$ cat config.mk
export PLATFORM = sky130hd
export DESIGN_NAME = keyed_lock_table
export DESIGN_NICKNAME = d
export VERILOG_FILES = /design/src/rtl/klt_pkg.sv /design/src/rtl/klt_ctrl.sv /design/src/rtl/klt_dp.sv /design/src/rtl/keyed_lock_table.sv
export SDC_FILE = /design/constraint.sdc
export NUM_CORES = 1
export LEC_CHECK = 0
export ABC_AREA = 1
export BUFFER_PORTS_ARGS = -buffer_cell sky130_fd_sc_hd__clkbuf_2
export CORE_UTILIZATION = 50
export CTS_BUF_LIST = sky130_fd_sc_hd__clkbuf_2 sky130_fd_sc_hd__clkbuf_4 sky130_fd_sc_hd__clkbuf_8
export DETAILED_ROUTE_END_ITERATION = 6
export PLACE_DENSITY_LB_ADDON = 0.2
export SETUP_SLACK_MARGIN = 0.05
export SLEW_MARGIN = 20
export SYNTH_ARGS = -nofsm -noshare
export SYNTH_HDL_FRONTEND = slang
export SYNTH_SLANG_ARGS = --single-unit
$ cat constraint.sdc
create_clock -name clk -period 4.44 [get_ports clk]
set_clock_uncertainty 0.2 [all_clocks]
set_input_delay 0.666 -clock clk [delete_from_list [all_inputs] [get_ports clk]]
set_output_delay 0.666 -clock clk [all_outputs]
set_load 0.03 [all_outputs]
$ cat src/rtl/klt_pkg.sv
// shared types and constants of the keyed lock table
package klt_pkg;

  // table geometry
  localparam int TABLE_SIZE = 16;
  localparam int SLOT_W     = (TABLE_SIZE > 1) ? $clog2(TABLE_SIZE) : 1;
  localparam int AC_W       = $clog2(TABLE_SIZE + 1);
  localparam int POS_W      = 16;
  localparam int CNT_W      = 8;
  localparam int STATUS_W   = 3;
  localparam int OUT_SLOT_W = 4;

  localparam logic [CNT_W-1:0] COUNT_MAX = '1;

  // request codes
  localparam logic MODE_LOCK   = 1'b0;
  localparam logic MODE_UNLOCK = 1'b1;

  // result status codes
  localparam logic [STATUS_W-1:0] ST_GRANTED   = 3'd0;
  localparam logic [STATUS_W-1:0] ST_WAIT      = 3'd1;
  localparam logic [STATUS_W-1:0] ST_FREED     = 3'd2;
  localparam logic [STATUS_W-1:0] ST_WAKE_ONE  = 3'd3;
  localparam logic [STATUS_W-1:0] ST_NOT_FOUND = 3'd4;
  localparam logic [STATUS_W-1:0] ST_FULL      = 3'd5;
  localparam logic [STATUS_W-1:0] ST_OVERFLOW  = 3'd6;

  // controller to datapath commands
  typedef struct packed {
    logic load;    // capture the input transfer
    logic cmp;     // run the key compare across all slots
    logic commit;  // update the table and load the result register
  } klt_cmd_t;

  // datapath to controller status
  typedef struct packed {
    logic out_free;  // result register can take a new result this cycle
  } klt_sts_t;

endpackage

$ cat src/rtl/klt_ctrl.sv
// controller state machine of the keyed lock table
module klt_ctrl (
  input  logic              clk,
  input  logic              rst_n,
  input  logic              in_valid,
  output logic              in_ready,
  input  klt_pkg::klt_sts_t sts,
  output klt_pkg::klt_cmd_t cmd
);
  import klt_pkg::*;

  typedef enum logic [2:0] {
    S_IDLE = 3'b001,
    S_CMP  = 3'b010,
    S_UPD  = 3'b100
  } state_t;

  state_t state_r, state_nxt;
  logic   commit;

  // commit once the result register has room
  assign commit   = (state_r == S_UPD) && sts.out_free;
  assign in_ready = (state_r == S_IDLE) || commit;

  assign cmd.load   = in_valid && in_ready;
  assign cmd.cmp    = (state_r == S_CMP);
  assign cmd.commit = commit;

  // next state
  always_comb begin
    state_nxt = state_r;
    case (state_r)
      S_IDLE: begin
        if (in_valid) state_nxt = S_CMP;
      end
      S_CMP: begin
        state_nxt = S_UPD;
      end
      S_UPD: begin
        if (commit) state_nxt = in_valid ? S_CMP : S_IDLE;
      end
      default: state_nxt = S_IDLE;
    endcase
  end

  always_ff @(posedge clk) begin
    if (!rst_n) begin
      state_r <= S_IDLE;
    end else begin
      state_r <= state_nxt;
    end
  end

`ifndef SYNTHESIS
  // a transfer is taken only when idle or at a commit
  a_load_when_free: assert property (@(posedge clk) disable iff (!rst_n)
    cmd.load |-> (state_r == S_IDLE || commit))
    else $error("input transfer taken while busy");

  // every compare is followed by an update cycle
  a_cmp_then_upd: assert property (@(posedge clk) disable iff (!rst_n)
    cmd.cmp |=> (state_r == S_UPD))
    else $error("compare not followed by update");

  // a load always leads into the compare cycle
  a_load_then_cmp: assert property (@(posedge clk) disable iff (!rst_n)
    cmd.load |=> cmd.cmp)
    else $error("load not followed by compare");
`endif

endmodule

$ cat src/rtl/klt_dp.sv
// datapath of the keyed lock table: slots, free stack and result register
module klt_dp (
  input  logic                             clk,
  input  logic                             rst_n,
  input  klt_pkg::klt_cmd_t                cmd,
  output klt_pkg::klt_sts_t                sts,
  input  logic                             in_mode,
  input  logic [klt_pkg::POS_W-1:0]        in_pos_i,
  input  logic [klt_pkg::POS_W-1:0]        in_pos_k,
  output logic                             out_valid,
  input  logic                             out_ready,
  output logic [klt_pkg::STATUS_W-1:0]     out_status,
  output logic [klt_pkg::OUT_SLOT_W-1:0]   out_slot
);
  import klt_pkg::*;

  // captured request
  logic             mode_r;
  logic [POS_W-1:0] pos_i_r;
  logic [POS_W-1:0] pos_k_r;

  // slot table
  logic [POS_W-1:0]  key_first_r  [TABLE_SIZE];
  logic [POS_W-1:0]  key_second_r [TABLE_SIZE];
  logic [CNT_W-1:0]  cnt_r        [TABLE_SIZE];
  logic [TABLE_SIZE-1:0] act_r, act_nxt;

  // free slots, top of stack at index active_count
  logic [SLOT_W-1:0] stk_r [TABLE_SIZE];
  logic [AC_W-1:0]   ac_r, ac_nxt;

  // compare results
  logic [TABLE_SIZE-1:0] match;
  logic [SLOT_W-1:0]     match_slot;
  logic                  hit_r;
  logic [SLOT_W-1:0]     hit_slot_r;

  // result register
  logic                  out_valid_r;
  logic [STATUS_W-1:0]   status_r, status_nxt;
  logic [SLOT_W-1:0]     slot_r, slot_nxt;

  // update decisions
  logic [CNT_W-1:0]  hit_cnt;
  logic              full;
  logic [SLOT_W-1:0] top_slot;
  logic [AC_W-1:0]   ac_dec;
  logic              wr_key;
  logic              wr_cnt;
  logic [SLOT_W-1:0] wr_slot;
  logic [CNT_W-1:0]  wr_cnt_val;
  logic              push;

  assign sts.out_free = !out_valid_r || out_ready;

  // parallel key compare over active slots
  always_comb begin
    match_slot = '0;
    for (int s = 0; s < TABLE_SIZE; s++) begin
      match[s] = act_r[s] && (key_first_r[s] == pos_i_r) && (key_second_r[s] == pos_k_r);
      if (match[s]) match_slot = SLOT_W'(s);
    end
  end

  assign hit_cnt  = cnt_r[hit_slot_r];
  assign full     = (ac_r >= AC_W'(TABLE_SIZE));
  assign top_slot = stk_r[ac_r[SLOT_W-1:0]];
  assign ac_dec   = ac_r - AC_W'(1);

  // table update and result
  always_comb begin
    status_nxt = ST_NOT_FOUND;
    slot_nxt   = '0;
    act_nxt    = act_r;
    ac_nxt     = ac_r;
    wr_key     = 1'b0;
    wr_cnt     = 1'b0;
    wr_slot    = hit_slot_r;
    wr_cnt_val = hit_cnt;
    push       = 1'b0;
    if (mode_r == MODE_LOCK) begin
      if (hit_r) begin
        slot_nxt = hit_slot_r;
        if (hit_cnt >= COUNT_MAX) begin
          status_nxt = ST_OVERFLOW;
        end else begin
          status_nxt = ST_WAIT;
          wr_cnt     = 1'b1;
          wr_cnt_val = hit_cnt + CNT_W'(1);
        end
      end else if (full) begin
        status_nxt = ST_FULL;
      end else begin
        status_nxt       = ST_GRANTED;
        slot_nxt         = top_slot;
        wr_slot          = top_slot;
        wr_key           = 1'b1;
        wr_cnt           = 1'b1;
        wr_cnt_val       = CNT_W'(1);
        act_nxt[top_slot] = 1'b1;
        ac_nxt           = ac_r + AC_W'(1);
      end
    end else begin
      if (hit_r) begin
        slot_nxt = hit_slot_r;
        wr_cnt   = 1'b1;
        if (hit_cnt > CNT_W'(1)) begin
          status_nxt = ST_WAKE_ONE;
          wr_cnt_val = hit_cnt - CNT_W'(1);
        end else begin
          status_nxt          = ST_FREED;
          wr_cnt_val          = '0;
          act_nxt[hit_slot_r] = 1'b0;
          ac_nxt              = ac_dec;
          push                = 1'b1;
        end
      end
    end
  end

  // request capture and compare stage
  always_ff @(posedge clk) begin
    if (cmd.load) begin
      mode_r  <= in_mode;
      pos_i_r <= in_pos_i;
      pos_k_r <= in_pos_k;
    end
    if (cmd.cmp) begin
      hit_r      <= |match;
      hit_slot_r <= match_slot;
    end
  end

  // slot payload writes
  always_ff @(posedge clk) begin
    if (cmd.commit) begin
      if (wr_key) begin
        key_first_r[wr_slot]  <= pos_i_r;
        key_second_r[wr_slot] <= pos_k_r;
      end
      if (wr_cnt) cnt_r[wr_slot] <= wr_cnt_val;
      status_r <= status_nxt;
      slot_r   <= slot_nxt;
    end
  end

  // control state: active bits, active count, free stack, result valid
  always_ff @(posedge clk) begin
    if (!rst_n) begin
      act_r       <= '0;
      ac_r        <= '0;
      out_valid_r <= 1'b0;
      for (int n = 0; n < TABLE_SIZE; n++) begin
        stk_r[n] <= SLOT_W'(n);
      end
    end else begin
      if (cmd.commit) begin
        act_r <= act_nxt;
        ac_r  <= ac_nxt;
        if (push) stk_r[ac_dec[SLOT_W-1:0]] <= hit_slot_r;
        out_valid_r <= 1'b1;
      end else if (out_ready) begin
        out_valid_r <= 1'b0;
      end
    end
  end

  assign out_valid  = out_valid_r;
  assign out_status = status_r;
  assign out_slot   = OUT_SLOT_W'(slot_r);

`ifndef SYNTHESIS
  // active count never passes the table size
  a_ac_bound: assert property (@(posedge clk) disable iff (!rst_n)
    ac_r <= AC_W'(TABLE_SIZE))
    else $error("active count beyond table size");

  // active bits agree with the active count
  a_ac_matches_bits: assert property (@(posedge clk) disable iff (!rst_n)
    $countones(act_r) == int'(ac_r))
    else $error("active bits disagree with active count");

  // a newly granted slot comes off the free stack inactive
  a_grant_free_slot: assert property (@(posedge clk) disable iff (!rst_n)
    (cmd.commit && status_nxt == ST_GRANTED) |-> !act_r[top_slot])
    else $error("granted slot already active");

  // at most one active slot holds a given key
  a_unique_key: assert property (@(posedge clk) disable iff (!rst_n)
    $onehot0(match))
    else $error("key held by more than one slot");
`endif

endmodule

$ cat src/rtl/keyed_lock_table.sv
// top level of the keyed lock table
//
// Lock manager keyed by a pair of 16-bit positions, with 16 slots.
// Input channel (in_valid/in_ready): in_mode 0 requests a lock, 1 releases
// it; in_pos_i and in_pos_k form the key.
// Result channel (out_valid/out_ready): one result per input transfer,
// out_status (granted, must wait, freed, wake one, not found, table full,
// waiter overflow) and out_slot, the slot that holds the key or 0.
// An input transfer is captured, the parallel key compare over all slots
// is registered, then the count update goes into the result register.
// The next item is not taken until the current one's compare and count
// read-modify-write are done; a new transfer is taken in the same cycle a
// result is committed, and a commit waits until the result register frees.
// Reset empties the table: no active slots, free slots handed out in order
// 0, 1, 2, and so on.
// When the receiver stalls, one result waits in the output register while
// the next item is compared; that item then holds until the register frees.
module keyed_lock_table (
  input  logic                           clk,
  input  logic                           rst_n,
  input  logic                           in_valid,
  output logic                           in_ready,
  input  logic                           in_mode,
  input  logic [klt_pkg::POS_W-1:0]      in_pos_i,
  input  logic [klt_pkg::POS_W-1:0]      in_pos_k,
  output logic                           out_valid,
  input  logic                           out_ready,
  output logic [klt_pkg::STATUS_W-1:0]   out_status,
  output logic [klt_pkg::OUT_SLOT_W-1:0] out_slot
);
  import klt_pkg::*;

  klt_cmd_t cmd;
  klt_sts_t sts;

  // sequencing
  klt_ctrl u_ctrl (
    .clk      (clk),
    .rst_n    (rst_n),
    .in_valid (in_valid),
    .in_ready (in_ready),
    .sts      (sts),
    .cmd      (cmd)
  );

  // table and result register
  klt_dp u_dp (
    .clk        (clk),
    .rst_n      (rst_n),
    .cmd        (cmd),
    .sts        (sts),
    .in_mode    (in_mode),
    .in_pos_i   (in_pos_i),
    .in_pos_k   (in_pos_k),
    .out_valid  (out_valid),
    .out_ready  (out_ready),
    .out_status (out_status),
    .out_slot   (out_slot)
  );

endmodule
==> run_results.csv, run 1 <==
group,metric,value,unit
run_status,status,"finished clean",
logic_synthesis,ys_seq_area_share,67.9,%
logic_synthesis,synth_warnings,0,
finish,drive_gt1_share,13.7,%
global_route,grt_pass1_vias,23600,
cts,clk_path_buf_depth,3,
finish,multiInputGateArea,9720,sq um
placed_design,place_hpwl,64.0,mm
timing,maxSlewViolCount,0,
route,ant_nets,0,
floorplanning,fp.dieW,263,um
cts,clock_latency,790,ps
logic_synthesis,yosysUniqueCellTypes,52,
route,vias,24200,
route,top_layer_used,"met4",
timing,max_freq,245,MHz
logic_synthesis,mappedNetlistArea,34000,sq um
placed_design,portBuffers,45,
logic_synthesis,synth-main-ff-cell,"edfxtp_1",
worst_setup_path,worstPathArrival,4270,ps
finish,seq_area,23100,sq um
placed_design,numPlacedInstances,3771,
timing,slew_headroom,29.0,%
timing,min_period_over_period,91.8,%
global_route,grt_max_degree,49,
route,via_per_inst,5.99,
timing,finalSetupViolations,0,
timing,rsz0062_at_grt,"no",
logic_synthesis,yosys.area.top_type,"edfxtp_1",
global_route,grt_first_pass_wirelength,150,mm
global_route,grt_overflow,0,
finish,area_delta_synth_final,13.3,%
global_route,antenna_found_initial,2,
timing,period_needed,4080,ps
worst_setup_path,regToRegSetupSlack,360,ps
finish,fin_cells,4036,
floorplanning,core_area,67200,sq um
placed_design,gp_congestion,0.936,
cts,root_buffer,"clkbuf_8",
floorplanning,row_count,95,
cts,cts_sinks,778,
worst_setup_path,r2r_cells,16,
finish,stdcell_area,38500,sq um
worst_setup_path,crit_type,"register to register",
logic_synthesis,async_flop_share,0,%
worst_hold_path,hold_depth,2,
worst_setup_path,cp-start-kind,"register",
cts,htree_levels,4,
route,routed-wl-met2,47.1,mm
global_route,track_usage,29.8,%
worst_setup_path,endpoint_kind,"register",
worst_hold_path,hold_path_class,"register to register",
route,wl_met3,10.5,mm
logic_synthesis,synth_edf_count,749,
job,maxCapViolCount,0,
route,first_pass_iters,7,
timing,hold_viol_final,0,
logic_synthesis,synth_top_area_share,66.2,%
cts,cts_made_buffers,130,
worst_hold_path,hold_path_end,"u_dp.act_r[1]",
floorplanning,dieArea,69000,sq um
placed_design,placed_area,35700,sq um
route,wl_per_cell,25.2,um
floorplanning,ioPinCount,46,
floorplanning,die_h,263,um
timing,tns,0,ps
power_and_ir_drop,worst_ir_drop_vdd,0.284,mV
worst_setup_path,worstReg2RegStart,"u_dp.hit_slot_r[0]",
power_and_ir_drop,p_leak,0.0133,uW
route,drc,0,
worst_setup_path,cp.required,4630,ps
finish,final_nets,3110,
finish,fillers,5493,
logic_synthesis,yosysMostFrequentCell,"edfxtp_1",
logic_synthesis,synth.area.top_cells,"edfxtp_1 (66%), nand2_1 (5.8%), o21ai_0 (3.0%)",
route,drtIter0Drc,3184,
timing,fin_hold_ws,283,ps
route,wirelength,102,mm
route,met1_length,40.0,mm
logic_synthesis,netlist_top_cells_count,"edfxtp_1 (749), nand2_1 (524), nor2_1 (243)",
cts,clk_pin_slew_worst_paths,60,ps
timing,setup_slack,365,ps
logic_synthesis,avgSynthCellArea,11.8,sq um
floorplanning,start_util,50.6,%
logic_synthesis,ys_seq_elements,778,
logic_synthesis,synthCells,2875,
cts,cts_tree,"built",
worst_hold_path,hp-start,"u_dp.act_r[1]",
placed_design,dpl_worst_slack,261,ps
timing,worst_pin_slew,1060,ps
worst_setup_path,timing.rr.end,"u_dp.cnt_r[7][2]",
worst_setup_path,critical_path.max_fanout,27,
logic_synthesis,syn-num-nets,2920,
power_and_ir_drop,powerDensity,402,nW/um^2
[per-layer routing]
| metal | global-route usage [%] | up-vias |
|---|---|---|
| li1 | - | 10800 |
| met1 | 40.3 | 11800 |
| met2 | 46.9 | 1413 |
| met3 | 5.11 | 245 |
| met4 | 14.3 | 0 |
| met5 | 0 | - |
[logic make-up (layout without fill, tap and decap cells)]
group / count (synthesis) / count (layout) / share of synthesized area, %
multiplexers: 16 / 16 / 0.471
adder cells (fa/ha/maj): 8 / 8 / 0.295
AND/OR/NAND/NOR: 1117 / 1117 / 14.5
AO/OA/AOI/OAI: 473 / 473 / 8.48
XOR/XNOR: 174 / 174 / 4.49
buffers and inverters: 309 / 595 / 3.82
other: 0 / 2 / 0
flip-flops: 778 / 778 / 67.9
[per-stage QoR]
step	utilization [%]	total power, uW
6_report	57.3	15500
5_1_grt	57.3	15900
4_1_cts	57.3	15500
3_5_place_dp	53.1	9480
3_3_place_gp	53.1	9470
2_1_floorplan	-	8910
[cell usage in the layout, fill, tap and decap left out, drive strengths merged, types with 3 or more instances in the layout]
| cell | netlist | final |
|---|---|---|
| xor2 | 64 | 64 |
| clkbuf | 77 | 221 |
| and2 | 7 | 7 |
| a221oi | 17 | 17 |
| o22ai | 68 | 68 |
| inv | 158 | 162 |
| a21oi | 59 | 59 |
| or4 | 3 | 3 |
| or2 | 21 | 21 |
| nor4 | 33 | 33 |
| dfxtp | 29 | 29 |
| and3 | 3 | 3 |
| o2111ai | 8 | 8 |
| xnor2 | 110 | 110 |
| nor4b | 7 | 7 |
| nand4 | 73 | 73 |
| a22o | 28 | 28 |
| a22oi | 33 | 33 |
| nor2 | 253 | 253 |
| dlygate4sd3 | 0 | 35 |
| edfxtp | 749 | 749 |
| a211oi | 24 | 24 |
| o211ai | 20 | 20 |
| o21ai | 206 | 206 |
| nand2 | 525 | 525 |
| clkinvlp | 0 | 5 |
| ha | 8 | 8 |
| buf | 64 | 119 |
| nand3 | 168 | 168 |
| clkinv | 10 | 52 |
| mux2i | 16 | 16 |
| nor3 | 23 | 23 |
[critical path, stage by stage (launching register included)]
cell      delay (ps)
edfxtp_1         570
inv_4             60
buf_4            240
buf_4            270
nand3_1          110
nand3_1           80
nand2_1           80
nand2_1           70
nor2_2           260
nor2_1           120
nand3_2          110
nor3_2            70
nor2_4           150
nor3_2            70
or2_1            230
buf_4            210
nor2_1           760
[how the worst max path moves through the flow]
| stage | startpoint | slack, ps | endpoint |
|---|---|---|---|
| global route | u_dp.hit_slot_r[0] | 120 | u_dp.cnt_r[7][0] |
| CTS | register | 230 | u_dp.cnt_r[6][0] |
| floorplan | u_dp.mode_r | 590 | u_dp.key_first_r[0][0] |
| detailed placement | register | 260 | u_dp.cnt_r[6][2] |
| finish | u_dp.hit_slot_r[0] | 360 | u_dp.cnt_r[7][2] |
| global placement | register | 390 | u_dp.cnt_r[11][4] |
[timing repair]
item | CTS | global route
resized for setup | 0 | 2
buffers inserted | 0 | 0
endpoints found under the setup margin | 0 | 16
hold endpoints to repair | 37 | 0
hold buffers | 35 | 0
[registers in the layout, indices dropped and copies added, names as in the netlist, 3 cells and up, named ones only]
name,flops
u_dp.act_r,16
u_dp.cnt_r,128
u_dp.key_first_r,256
u_dp.ac_r,5
u_dp.out_slot,4
u_dp.hit_slot_r,4
u_dp.stk_r,64
u_ctrl.state_r,3
u_dp.out_status,3
u_dp.pos_k_r,16
u_dp.pos_i_r,16
u_dp.key_second_r,256
[where the power goes]
part           total (uW)  internal, uW  switching (uW)
clock                6100          3220            2880
sequential           8190          8140            47.3
combinational        1190           317             878
total               15500         11700            3800
[area by class of cell]
cell class / instances / area share [%]
Sequential cell: 778 / 60.0
Multi-Input combinational cell: 1788 / 25.2
Antenna cell: 2 / 0.0130
Inverter: 168 / 1.65
Timing Repair Buffer: 199 / 3.95
Clock buffer: 176 / 5.63
Tap cell: 873 / 2.84
Clock inverter: 52 / 0.731
Power figures use the tool's default switching activity.
==> run 2, diff against run 1 <==
--- a/config.mk
+++ b/config.mk
@@ -9,7 +9,9 @@
 export BUFFER_PORTS_ARGS = -buffer_cell sky130_fd_sc_hd__clkbuf_2
 export CORE_UTILIZATION = 50
 export CTS_BUF_LIST = sky130_fd_sc_hd__clkbuf_2 sky130_fd_sc_hd__clkbuf_4 sky130_fd_sc_hd__clkbuf_8
+export CTS_CLUSTER_DIAMETER = 30
 export DETAILED_ROUTE_END_ITERATION = 6
+export GPL_ROUTABILITY_DRIVEN = 0
 export PLACE_DENSITY_LB_ADDON = 0.2
 export SETUP_SLACK_MARGIN = 0.05
 export SLEW_MARGIN = 20
==> constraint.sdc (replaced) <==
create_clock -name clk -period 5.02 [get_ports clk]
set_clock_uncertainty 0.2 [all_clocks]
set_input_delay 0.753 -clock clk [delete_from_list [all_inputs] [get_ports clk]]
set_output_delay 0.753 -clock clk [all_outputs]
set_load 0.03 [all_outputs]
==> run 2 against run 1 <==
Effect of this change: utilization is 1.3 points higher; die area did not move; setup slack improved by 220 ps; power increased by 1.3%; via count up 0.87%; combinational power is 12% lower; sequential share of layout area is 1.3 points lower; maximum frequency fell by 8.1%; register-to-register slack improved by 220 ps; global-route usage decreased by 0.40 points; clock power rose by 21%.
==> run_results.csv, run 2 (synthesis results as in run 1) <==
group,metric,value,unit
run_status,status,"finished clean",
timing,max_freq,225,MHz
floorplanning,row_count,95,
global_route,track_usage,29.4,%
worst_setup_path,worstReg2RegStart,"u_dp.hit_slot_r[1]",
cts,cts_sinks,778,
timing,min_period_over_period,88.4,%
worst_setup_path,worstPathCellList,"nor2_4 > a22oi_1 > nand3_1 > nand2_1 > nand2_1 > nor2_4 > inv_1 > ha_1 > inv_1 > nor2_1 > nand3_2 > nor3_2 > nor2_4 > inv_1 > nand2_1 > o21ai_0 > nand2_1 > nand2_1",
worst_setup_path,slowest_stage,"nor2_4",
worst_setup_path,cp_common_cell,"nand2_1",
power_and_ir_drop,powerDensity,399,nW/um^2
cts,postCtsSetupRepairBufs,0,
timing,rsz0062_at_grt,"no",
timing,worst_pin_slew,1130,ps
power_and_ir_drop,p_sw,3730,uW
timing,fin_hold_ws,83.5,ps
worst_hold_path,hp-start,"out_ready",
finish,stdcell_area,39300,sq um
worst_setup_path,cp.required,5300,ps
cts,clk_pin_slew_worst_paths,60,ps
worst_setup_path,regToRegSetupSlack,580,ps
global_route,antenna_found_initial,5,
route,wirelength,101,mm
route,via_per_inst,6.01,
route,drc,0,
worst_setup_path,r2r_cells,18,
placed_design,portBuffers,45,
power_and_ir_drop,p_leak,0.0137,uW
cts,root_buffer,"clkbuf_8",
finish,final_nets,3100,
finish,reg_top3,"u_dp.key_first_r: 256 flops, u_dp.key_second_r: 256 flops, u_dp.cnt_r: 128 flops",
timing,period_needed,4440,ps
worst_setup_path,timing.rr.end,"u_dp.cnt_r[14][5]",
cts,clock_latency,800,ps
timing,maxSlewViolCount,0,
finish,drive_gt1_share,14.6,%
global_route,grt_first_pass_wirelength,149,mm
power_and_ir_drop,worst_ir_drop_vdd,0.274,mV
worst_setup_path,endpoint_kind,"register",
route,first_pass_iters,6,
floorplanning,ioPinCount,46,
worst_setup_path,cp_num_buf_inv,3,
worst_setup_path,cp-start-kind,"register",
cts,cts_tree,"built",
timing,slew_headroom,24.4,%
floorplanning,dieArea,69000,sq um
job,maxCapViolCount,0,
power_and_ir_drop,internal-power,12000,uW
worst_hold_path,hold_path_end,"u_dp.out_valid",
timing,finalSetupViolations,0,
cts,cts_made_buffers,156,
global_route,grt_max_degree,53,
finish,multiInputGateArea,9720,sq um
route,ant_nets,0,
worst_setup_path,slowest_delay,690,ps
route,drtIter0Drc,3259,
route,vias,24400,
placed_design,dpl_worst_slack,706,ps
global_route,grt_overflow,0,
floorplanning,start_util,50.6,%
cts,clk_path_buf_depth,3,
timing,hold_viol_final,0,
finish,layout_common_cells,"edfxtp_1 (749), nand2_1 (524), nor2_1 (227), o21ai_0 (205), nand3_1 (161)",
worst_hold_path,hold_depth,4,
power_and_ir_drop,p_comb_share,6.7,%
finish,final_common_cell,"edfxtp_1",
placed_design,place_hpwl,61.8,mm
worst_setup_path,critical_path.max_fanout,33,
finish,fillers,5353,
floorplanning,core_area,67200,sq um
timing,tns,0,ps
power_and_ir_drop,clkPwrFrac,47.3,%
worst_hold_path,hold_path_class,"input pin to register",
global_route,grt_pass1_vias,23700,
finish,seq_area,23100,sq um
route,wl_per_cell,24.9,um
floorplanning,fp.dieW,263,um
worst_setup_path,crit_type,"register to register",
floorplanning,die_h,263,um
worst_setup_path,worstPathArrival,4720,ps
cts,htree_levels,4,
power_and_ir_drop,p_sw_share,23.8,%
placed_design,placed_area,35400,sq um
finish,area_delta_synth_final,15.8,%
timing,setup_slack,584,ps
worst_setup_path,cp_top_family,"simple AND/OR/NAND/NOR gates",
power_and_ir_drop,p_seq_share,46.1,%
==> run 2: cell types whose count changed in the layout (fill, tap and decap cells not counted), sizes merged <==
cell / change
clkinv: +18
bufinv: +24
clkbuf: +7
clkinvlp: +6
dlygate4sd3: -1
buf: -35
inv: +6
diode: -1
==> run 2: worst register-to-register path: cells and delay by family (launching register included) <==
| kind | cells | cell delay [ps] |
|---|---|---|
| simple gates | 12 | 2450 |
| compound gates | 2 | 330 |
| buf+inv | 3 | 290 |
| fa+ha+maj | 1 | 170 |
| flops | 1 | 670 |
==> run 2: per-layer routing <==
metal | up-vias | part of all wire (%) | routed length [um] | global-route usage (%)
met4 | 6 | 4.0 | 3990 | 12.7
met3 | 289 | 11 | 10800 | 5.59
met5 | - | 0.041 | 41 | 0
li1 | 10800 | - | - | -
met2 | 1484 | 46 | 46700 | 47.0
met1 | 11800 | 39 | 39600 | 39.4
==> run 2: layout make-up <==
cell class | count | share of cell area [%]
tap | 873 | 2.78
inverter | 168 | 1.61
timing repair buffer | 163 | 3.04
clock buffer | 183 | 6.02
clock inverter | 106 | 3.17
antenna | 1 | 0.00636
multi-input combinational | 1788 | 24.7
sequential | 778 | 58.7
==> run 2: stage by stage <==
stage                     util (%)  cells  power [uW]
final                         58.6   4060       15700
after global routing          58.6   4059       16100
after CTS                     58.6   4059       15700
after detailed placement      52.7   3736        8360
after global placement        52.7   3736        8350
after floorplan                  -   2875        7880
==> run 2: power groups by stage <==
| stage | Combinational (uW) | Sequential [uW] | Clock [uW] |
|---|---|---|---|
| after detailed placement | 1000 | 7360 | 0 |
| after floorplan | 490 | 7390 | 0 |
| final | 1050 | 7230 | 7410 |
| after global placement | 989 | 7360 | 0 |
| after global routing | 1090 | 7230 | 7800 |
| after CTS | 1020 | 7230 | 7490 |
==> run 2: worst max-delay path by stage <==
stage | cells after the start | startpoint | slack [ps] | end
global placement | 18 | u_dp.hit_slot_r[1] | 820 | u_dp.cnt_r[13][5]
detailed placement | 17 | u_dp.hit_slot_r[1] | 710 | u_dp.cnt_r[12][3]
finish | 18 | u_dp.hit_slot_r[1] | 580 | u_dp.cnt_r[14][5]
global route | 18 | u_dp.hit_slot_r[1] | 350 | u_dp.cnt_r[14][5]
floorplan | 12 | u_dp.mode_r | 1170 | u_dp.key_first_r[0][0]
CTS | 17 | u_dp.hit_slot_r[1] | 670 | u_dp.cnt_r[12][3]
==> run 2: timing repair <==
| action | in CTS | in global routing |
|---|---|---|
| gates resized for setup | 0 | 0 |
| hold endpoints to repair | 35 | 0 |
| hold buffers | 34 | 0 |
